<file path="config.mk">
export PLATFORM = sky130hd
export DESIGN_NAME = case_insensitive_substring_match_core
export DESIGN_NICKNAME = d
export VERILOG_FILES = /design/src/rtl/cism_pkg.sv /design/src/rtl/cism_cell.sv /design/src/rtl/case_insensitive_substring_match_core.sv
export SDC_FILE = /design/constraint.sdc
export NUM_CORES = 1
export LEC_CHECK = 0
export BUFFER_PORTS_ARGS = -buffer_cell sky130_fd_sc_hd__buf_4
export CORE_MARGIN = 4
export CORE_UTILIZATION = 52
export CTS_CLUSTER_SIZE = 24
export DETAILED_ROUTE_END_ITERATION = 16
export PLACE_DENSITY = 0.74
export SKIP_CTS_REPAIR_TIMING = 1
export SLEW_MARGIN = 0
export SYNTH_ARGS = -nofsm -noshare
export SYNTH_HDL_FRONTEND = slang
export SYNTH_HIERARCHICAL = 1
export SYNTH_SLANG_ARGS = --single-unit
</file>
<file path="constraint.sdc">
create_clock -name clk -period 6 [get_ports clk]
set_input_delay 1.2 -clock clk [delete_from_list [all_inputs] [get_ports clk]]
set_output_delay 1.2 -clock clk [all_outputs]
set_load 0.02 [all_outputs]
</file>
<file path="src/rtl/cism_pkg.sv">
`timescale 1ns / 1ps

package cism_pkg;

	localparam int TEXT_W     = 8;
	localparam int MS_W       = 16;
	localparam int CFG_W      = 64;
	localparam int CFG_IDX_W  = 2;
	localparam int LENREG_W   = 5;
	localparam int PAT_BYTES  = 16;

	localparam logic [TEXT_W-1:0] FOLD_MASK = 8'hDF;
	localparam logic [TEXT_W-1:0] UPPER_LO  = 8'h41;
	localparam logic [TEXT_W-1:0] UPPER_HI  = 8'h5A;

	typedef enum logic [CFG_IDX_W-1:0] {
		REG_PAT_LOW  = 2'd0,
		REG_PAT_HIGH = 2'd1,
		REG_PAT_LEN  = 2'd2
	} reg_idx_t;

	typedef struct packed {
		logic [TEXT_W-1:0] text_byte;
		logic              last_byte;
	} in_word_t;

	typedef struct packed {
		logic            found;
		logic [MS_W-1:0] match_start;
		logic            position_overflow;
	} out_word_t;

	function automatic logic bytes_match(input logic [TEXT_W-1:0] t,
			input logic [TEXT_W-1:0] p);
		logic [TEXT_W-1:0] ft;
		logic [TEXT_W-1:0] fp;
		logic              letter;
		ft = t & FOLD_MASK;
		fp = p & FOLD_MASK;
		letter = (ft >= UPPER_LO) && (ft <= UPPER_HI);
		return (ft == fp) && (letter || (t == p));
	endfunction

endpackage

</file>
<file path="src/rtl/cism_cell.sv">
`timescale 1ns / 1ps

module cism_cell (
	input  logic                       clk,
	input  logic                       arst_n,
	input  logic                       advance,
	input  logic                       clear,
	input  logic                       enable,
	input  logic [cism_pkg::TEXT_W-1:0] text_byte,
	input  logic [cism_pkg::TEXT_W-1:0] pat_byte,
	input  logic                       prev,
	output logic                       hit,
	output logic                       prefix
);
	import cism_pkg::*;

	logic prefix_q;

	assign hit    = enable && prev && bytes_match(text_byte, pat_byte);
	assign prefix = prefix_q;

	always_ff @(posedge clk or negedge arst_n) begin
		if (!arst_n) begin
			prefix_q <= 1'b0;
		end else if (advance) begin
			prefix_q <= clear ? 1'b0 : hit;
		end
	end

endmodule

</file>
<file path="src/rtl/case_insensitive_substring_match_core.sv">
`timescale 1ns / 1ps
// channel | signals                        | word
// in      | in_valid / in_ready / in_word   | text_byte, last_byte
// out     | out_valid / out_ready / out_word| found, match_start, position_overflow
// cfg     | cfg_we / cfg_index / cfg_data   | pattern_low/high_bytes, pattern_length
// One byte per cycle unless stalled; the result leaves the cycle after the last byte.
// The cell row compares every pattern position against the byte in the same cycle.
// Reset clears the pattern, the cell row, the position tracker and the output register.
// A stalled result holds only last bytes back; other bytes keep streaming.

module case_insensitive_substring_match_core #(
	parameter int PATTERN_MAX   = 16,
	parameter int POSITION_BITS = 16
) (
	input  logic                          clk,
	input  logic                          arst_n,
	input  logic                          in_valid,
	output logic                          in_ready,
	input  cism_pkg::in_word_t            in_word,
	output logic                          out_valid,
	input  logic                          out_ready,
	output cism_pkg::out_word_t           out_word,
	input  logic                          cfg_we,
	input  logic [cism_pkg::CFG_IDX_W-1:0] cfg_index,
	input  logic [cism_pkg::CFG_W-1:0]     cfg_data
);
	import cism_pkg::*;

	localparam int LEN_W = $clog2(PATTERN_MAX + 1);
	localparam int LW    = (LEN_W > LENREG_W) ? LEN_W : LENREG_W;
	localparam int IW    = (PATTERN_MAX > 1) ? $clog2(PATTERN_MAX) : 1;
	localparam logic [POSITION_BITS-1:0] POS_MAX = '1;

	logic [2*CFG_W-1:0]     pat_q;
	logic [LENREG_W-1:0]    len_q;
	logic [POSITION_BITS-1:0] pos_q;
	logic [POSITION_BITS-1:0] start_q;
	logic                   match_q;
	logic                   ovf_q;
	logic                   out_valid_q;
	out_word_t              out_word_q;

	logic                   accept;
	logic                   last;
	logic [LW-1:0]          len_cmp;
	logic [LW-1:0]          len_eff;
	logic [LW-1:0]          len_m1;
	logic [PATTERN_MAX-1:0] hit;
	logic [PATTERN_MAX-1:0] prefix;
	logic                   new_match;
	logic [POSITION_BITS-1:0] new_start;
	logic [POSITION_BITS-1:0] len_ext;
	logic                   at_max;
	logic                   found_now;
	logic [POSITION_BITS-1:0] start_now;

	assign last     = in_word.last_byte;
	assign in_ready = !out_valid_q || out_ready || !last;
	assign accept   = in_valid && in_ready;

	assign len_cmp = LW'(len_q);
	assign len_eff = (len_cmp > LW'(PATTERN_MAX)) ? LW'(PATTERN_MAX) : len_cmp;
	assign len_m1  = len_eff - LW'(1);
	assign len_ext = POSITION_BITS'(len_m1);

	genvar gi;
	generate
		for (gi = 0; gi < PATTERN_MAX; gi++) begin : g_cell
			logic [TEXT_W-1:0] pbyte;
			logic              prev;
			if (gi < PAT_BYTES) begin : g_pat
				assign pbyte = pat_q[gi*TEXT_W +: TEXT_W];
			end else begin : g_zero
				assign pbyte = '0;
			end
			if (gi == 0) begin : g_head
				assign prev = 1'b1;
			end else begin : g_link
				assign prev = prefix[gi-1];
			end
			cism_cell u_cell (
				.clk      (clk),
				.arst_n   (arst_n),
				.advance  (accept),
				.clear    (last),
				.enable   (LW'(gi) < len_eff),
				.text_byte(in_word.text_byte),
				.pat_byte (pbyte),
				.prev     (prev),
				.hit      (hit[gi]),
				.prefix   (prefix[gi])
			);
		end
	endgenerate

	assign new_match = (len_eff == '0) || hit[len_m1[IW-1:0]];
	assign new_start = (len_eff == '0) ? '0 :
		((pos_q >= len_ext) ? (pos_q - len_ext) : '0);
	assign at_max    = (pos_q == POS_MAX);
	assign found_now = match_q || new_match;
	assign start_now = match_q ? start_q : new_start;

	always_ff @(posedge clk or negedge arst_n) begin
		if (!arst_n) begin
			pat_q <= '0;
			len_q <= '0;
		end else if (cfg_we) begin
			case (cfg_index)
				REG_PAT_LOW:  pat_q[CFG_W-1:0]       <= cfg_data;
				REG_PAT_HIGH: pat_q[2*CFG_W-1:CFG_W] <= cfg_data;
				REG_PAT_LEN:  len_q                  <= cfg_data[LENREG_W-1:0];
				default: ;
			endcase
		end
	end

	always_ff @(posedge clk or negedge arst_n) begin
		if (!arst_n) begin
			pos_q   <= '0;
			start_q <= '0;
			match_q <= 1'b0;
			ovf_q   <= 1'b0;
		end else if (accept) begin
			if (last) begin
				pos_q   <= '0;
				start_q <= '0;
				match_q <= 1'b0;
				ovf_q   <= 1'b0;
			end else begin
				pos_q   <= at_max ? pos_q : pos_q + POSITION_BITS'(1);
				ovf_q   <= ovf_q || at_max;
				match_q <= found_now;
				start_q <= start_now;
			end
		end
	end

	always_ff @(posedge clk or negedge arst_n) begin
		if (!arst_n) begin
			out_valid_q <= 1'b0;
		end else if (accept && last) begin
			out_valid_q <= 1'b1;
		end else if (out_ready) begin
			out_valid_q <= 1'b0;
		end
	end

	always_ff @(posedge clk or negedge arst_n) begin
		if (!arst_n) begin
			out_word_q <= '0;
		end else if (accept && last) begin
			out_word_q.found             <= found_now;
			out_word_q.match_start       <= found_now ? MS_W'(start_now) : '0;
			out_word_q.position_overflow <= ovf_q || at_max;
		end
	end

	assign out_valid = out_valid_q;
	assign out_word  = out_word_q;

endmodule

</file>
Word level (Yosys, flattened, before mapping)
Cells that the tools add are included.
{"block": "totals", "register_bits": 201, "inputBits": 80, "output_inout_bits": 20}
{"block": "classes", "addsub": 3, "n_lt_le_gt_ge": 21, "eq_ne": 36, "mux": 29, "reduce_logical": 80}
{"operator": "$eq A8 B8 Y1", "count": 16}
{"operator": "$eq A7 B7 Y1", "count": 16}
{"operator": "$mux W16", "count": 7}
{"operator": "$logic_and A1 B1 Y1", "count": 50}
{"operator": "$lt A4 B5 Y1 const A", "count": 8}
{"operator": "$logic_or A1 B1 Y1", "count": 21}
{"operator": "$lt A3 B5 Y1 const A", "count": 4}
{"operator": "$mux W1", "count": 20}
{"operator": "$add A16 B1 Y16 const B", "count": 1}
{"operator": "$eq A16 B16 Y1 const B", "count": 1}
{"operator": "$ge A16 B5 Y1", "count": 1}
{"operator": "$sub A16 B5 Y16", "count": 1}
{"operator": "$lt A1 B5 Y1 const A", "count": 2}
{"operator": "$lt A2 B5 Y1 const A", "count": 2}
{"operator": "$ge A8 B7 Y1 const B", "count": 1}
{"operator": "$le A8 B7 Y1 const B", "count": 1}
{"operator": "$reduce_and A2 Y1", "count": 4}
{"operator": "$gt A5 B5 Y1 const B", "count": 1}
{"operator": "$logic_not A5 Y1", "count": 1}
{"operator": "$lt A4 B5 Y1 const B", "count": 1}
{"operator": "$mux W5", "count": 1}
{"operator": "$sub A5 B1 Y5 const B", "count": 1}
{"operator": "$bmux W1 S4", "count": 1}
{"operator": "$eq A2 B1 Y1 const B", "count": 1}
{"operator": "other kinds (5)", "count": 6}

Longest topological paths before layout
{"block": "depth", "depth_word": 10, "ltp_mapped": 13, "mapped_depth_nobuf": 11}

Modules after synthesis
Netlist, hierarchy kept.
{"module": "case_insensitive_substring_match_core", "instances": 1, "cells_per_inst": 644, "area_per_inst_um2": 8201.6, "seq_area_each_um2": 4654.5}
{"module": "cism_cell", "instances": 16, "cells_per_inst": 22, "area_per_inst_um2": 186.4, "seq_area_each_um2": 25.0}

Worst setup path after synthesis
Ideal clock, no wire load.
{"block": "synth_path", "path_kind": "input port to flip-flop", "from": "input in_word[7] in the netlist's numbering", "to": "register out_word_q (netlist bit out_word[10])", "setup_time_ns": 0.066, "arrival_ns": 3.167, "t_required_ns": 5.934, "setup_slack_ns": 2.767, "stages": 10, "path_cell_list": "xnor2_1 > nand3_1 > or4_4 > nor2_1 > mux2i_1 > mux4_2 > a22o_1 > nor2_4 > buf_6 > a22o_1"}
{"block": "synth_via", "elab_chain_len": 10, "elab_cells_between_ends": 88, "cone_classes": "order compare: 2; eq/ne: 32; mux: 3; reduce/logical: 51"}
{"element": "start, declared", "line": "case_insensitive_substring_match_core.sv:19", "rtl": "input cism_pkg::in_word_t in_word,"}
{"element": "$ge A8 B7 Y1 / $le A8 B7 Y1 (equally long branches)", "line": "cism_pkg.sv:40", "rtl": "letter = (ft >= UPPER_LO) && (ft <= UPPER_HI);"}
{"element": "$logic_and A1 B1 Y1", "line": "cism_pkg.sv:40"}
{"element": "$logic_or A1 B1 Y1", "line": "cism_pkg.sv:41", "rtl": "return (ft == fp) && (letter || (t == p));"}
{"element": "$logic_and A1 B1 Y1 *", "line": "cism_pkg.sv:41"}
{"element": "$logic_and A1 B1 Y1 *", "line": "cism_cell.sv:19", "rtl": "assign hit = enable && prev && bytes_match(text_byte, pat_byte);"}
{"element": "named net hit[3]", "line": "case_insensitive_substring_match_core.sv:48", "rtl": "logic [PATTERN_MAX-1:0] hit;"}
{"element": "$bmux W1 S4 *", "line": "case_insensitive_substring_match_core.sv:96", "rtl": "assign new_match = (len_eff == '0) || hit[len_m1[IW-1:0]];"}
{"element": "$mux W1 (not written as such) *", "line": "case_insensitive_substring_match_core.sv:96"}
{"element": "$logic_or A1 B1 Y1 *", "line": "case_insensitive_substring_match_core.sv:96"}
{"element": "$logic_or A1 B1 Y1 *", "line": "case_insensitive_substring_match_core.sv:100", "rtl": "assign found_now = match_q || new_match;"}
{"element": "$mux W16 *", "line": "case_insensitive_substring_match_core.sv:153", "rtl": "out_word_q.match_start <= found_now ? MS_W'(start_now) : '0;"}
{"element": "end, declared", "line": "case_insensitive_substring_match_core.sv:41", "rtl": "out_word_t out_word_q;"}
Mark *: on every way through the listed nets, which the timed path passes. The rest lies on a longest branch. The select of a mux whose other input is x is not followed.
A chain may end at the register's enable or synchronous reset.

Worst setup path after layout
{"block": "layout_path", "from": "input in_word[0] in the netlist's numbering", "to": "register out_word_q (netlist bit out_word[9])"}
{"block": "layout_via", "elab_chain_len": 4}
{"element": "$logic_not A1 Y1", "line": "case_insensitive_substring_match_core.sv:58", "rtl": "assign in_ready = !out_valid_q || out_ready || !last;"}
{"element": "$logic_or A1 B1 Y1", "line": "case_insensitive_substring_match_core.sv:58"}
{"element": "$logic_and A1 B1 Y1", "line": "case_insensitive_substring_match_core.sv:59", "rtl": "assign accept = in_valid && in_ready;"}
{"element": "named net accept", "line": "case_insensitive_substring_match_core.sv:43", "rtl": "logic accept;"}
{"element": "$logic_and A1 B1 Y1", "line": "case_insensitive_substring_match_core.sv:151", "rtl": "end else if (accept && last) begin"}
The timed path passes the listed nets, and every way through them passes these cells.

==> flow_summary_export.csv <==
group,metric,value,unit
die,core_area,21000,um^2
placed_design,post-dp-hpwl,16800,um
final_layout,mostFrequentLayoutCell,"sky130_fd_sc_hd__dfrtp_1",
routing,detailedRoute.firstIterationViolations,361,
setup_path,worstSetupStartpoint,"in_word[0]",
clock_tree,number_of_buffers_on_the_longest_clock_path,3,
setup_path,r2r-end,"out_word[7]",
global_route,grt_antenna_before_repair,0,
setup_path,path_cells,"buf_4 -> nand3b_1 -> nand2_1 -> clkinv_1 -> nand2_1 -> nor2_4 -> a22o_1",
setup_path,worstPathMaxFanout,29,
worst_hold_path,min-delay-path-class,"reg2reg",
setup_path,end_kind,"flop",
placed_design,numPortBuffers,99,
setup_path,cp-endpoint,"out_word[9]",
clock_tree,clk_transition_reported_paths,0.06,ns
setup_path,critical_path.startpoint_type,"input port",
setup_path,crit_path_frequent_cell,"sky130_fd_sc_hd__nand2_1",
final_layout,antenna_cells_inserted,0,
routing,detailroute.via_count,7910,
logic_synthesis,netlist_instances,992,
sta,hold_viol_final,0,
setup_path,rr_startpoint,"len_cmp[4]",
setup_path,worst-endpoint-arrival,4.29,ns
routing,antenna_violation_net_count_after_detailed_routing,0,
global_route,first_global_vias,8274,
clock_tree,tritoncts_clock_tree,"yes",
logic_synthesis,yosys_warnings,6,
clock_tree,h-tree-depth,1,
global_route,global_route_wire_length_before_repair,42700,um
clock_tree,clock-sinks,201,
logic_synthesis,mappedNetlistArea,11100,um^2
pwr,p_leak,5.47,nW
routing,first_pass_iteration_count_of_the_detailed_router,5,
final_layout,finalNetCount,1174,
setup_path,critPathKind,"in2reg",
final_layout,synthToLayoutAreaGrowth,16.0,%
sta,fmax,256,MHz
die,area_of_the_die,23800,um^2
pwr,power-per-cell-area,314,nW/um^2
logic_synthesis,postSynthAreaPerCell,11.2,um^2
setup_path,worst-r2r-cell-count,10,
die,initial_util,0.530,
routing,viasPerCell,5.75,
placed_design,gp_congestion,0.842,
logic_synthesis,mappedNetlistNets,1081,
die,fp-row-count,53,
global_route,grt_max_degree,85,
sta,max_slew_margin,0.361,
setup_path,cp_slowest_stage_delay,0.91,ns
setup_path,path_buf_inv,2,
setup_path,worstPathRequired,6.38,ns
pwr,fin_total_pwr,0.00405,W
final_layout,fill_cells,1728,
global_route,track_usage,0.218,
setup_path,cp_slowest_cell,"sky130_fd_sc_hd__nand2_1",
die,horizontal_die_dimension,154,um
final_layout,layout_common_cells,"sky130_fd_sc_hd__dfrtp_1, sky130_fd_sc_hd__mux2_2, sky130_fd_sc_hd__xnor2_1, sky130_fd_sc_hd__buf_4, sky130_fd_sc_hd__nand2_1",
routing,drcViolationCount,0,
sta,finalClockSkew,0.0276,ns
setup_path,cpLargestDelayFamily,"simple AND/OR/NAND/NOR gates",
die,io_pins,100,
sta,layout_worst_path_cycle_share,0.652,
die,die_h,154,um
sta,slew_violations,0,
sta,worst-slew-pin-transition,0.959,ns
clock_tree,numCtsBuffers,23,
final_layout,layout-drive-gt1-share,0.304,
sta,setup_total_negative_slack,0,ns
clock_tree,worstSkewPairLatency,0.52,ns
sta,unrepaired_setup_endpoints_after_global_routing,"no",
routing,post_drt_wl_per_cell,18.9,um
setup_path,critical_path_depth,7,
run,cap_violations,0,
run_status,run_status,"complete, no violations",
global_route,global_route.overflow_total,0,
pwr,vdd.ir_drop.worst,0.000205,V
routing,wl,26000,um
sta,finalSetupViolations,0,
setup_path,reg2reg_slack,2.23,ns
clock_tree,clockRootBuffer,"sky130_fd_sc_hd__clkbuf_16",
sta,period_needed,3.91,ns
[through the flow]
stage | instances | instance area (um^2) | setup WS [ns] | util | hold WS, ns
after floorplan | 992 | 11100 | 2.77 | - | 0.448
after global routing | 1376 | 12900 | 1.76 | 0.614 | 0.508
after detailed placement | 1335 | 12100 | 1.59 | 0.577 | 0.469
final | 1376 | 12900 | 2.09 | 0.614 | 0.482
after global placement | 1335 | 12100 | 1.74 | 0.577 | 0.458
after CTS | 1376 | 12900 | 2.13 | 0.614 | 0.484
[flip-flops by register name (all words and copies together) (netlist names)]
signal,cells
pat_q,128
out_word,18
pos_q,16
start_q,16
g_cell.u_cell/prefix,15
len_cmp,5
match_q,1
out_valid,1
ovf_q,1
[routing by layer]
layer  global-route usage  routed length (um)  vias up
met2                0.381               13100      171
met1                0.279               11000     3938
met4               0.0572                 535        0
met5                    0                   0        -
li1                     -                   -     3757
met3               0.0422                1350       44
[final cells by class]
type | instances | area, um^2 | area share
timing repair buffer | 103 | 779 | 0.0603
clock inverter | 8 | 144 | 0.0111
clock buffer | 33 | 653 | 0.0506
tap | 275 | 344 | 0.0266
inverter | 44 | 165 | 0.0128
sequential | 201 | 5030 | 0.389
multi-input combinational | 712 | 5800 | 0.449
[worst register-to-register path, stage by stage, from the launching register on]
cell and delay [ns]:
sky130_fd_sc_hd__dfrtp_1 0.69, sky130_fd_sc_hd__and2b_1 0.27, sky130_fd_sc_hd__inv_2 0.11, sky130_fd_sc_hd__ha_1 0.26
sky130_fd_sc_hd__mux2i_1 0.13, sky130_fd_sc_hd__ha_1 0.28, sky130_fd_sc_hd__nor3_1 0.27, sky130_fd_sc_hd__nand3_1 0.22
sky130_fd_sc_hd__o31ai_2 0.83, sky130_fd_sc_hd__o21ai_0 0.31, sky130_fd_sc_hd__a22o_1 0.26
[how the worst min path moves through the flow]
| stage | cells past startpoint | start | endpoint | slack, ns |
|---|---|---|---|---|
| 6_report | 2 | g_cell[9].u_cell/prefix | g_cell[9].u_cell/prefix | 0.48 |
| 5_1_grt | 2 | g_cell[3].u_cell/prefix | g_cell[3].u_cell/prefix | 0.51 |
| 4_1_cts | 2 | g_cell[13].u_cell/prefix | g_cell[13].u_cell/prefix | 0.48 |
| 3_5_place_dp | 2 | g_cell[12].u_cell/prefix | g_cell[12].u_cell/prefix | 0.47 |
| 3_3_place_gp | 2 | g_cell[9].u_cell/prefix | g_cell[9].u_cell/prefix | 0.46 |
| 2_1_floorplan | 2 | g_cell[0].u_cell/prefix | g_cell[0].u_cell/prefix | 0.45 |
[power breakdown]
part	leakage, nW	switching, W	internal [W]
logic	2.57	0.000422	0.000438
registers	2.52	0.000161	0.00155
clock network	0.392	0.000553	0.000926
total	5.47	0.00114	0.00292
Power figures use the tool's default switching activity.
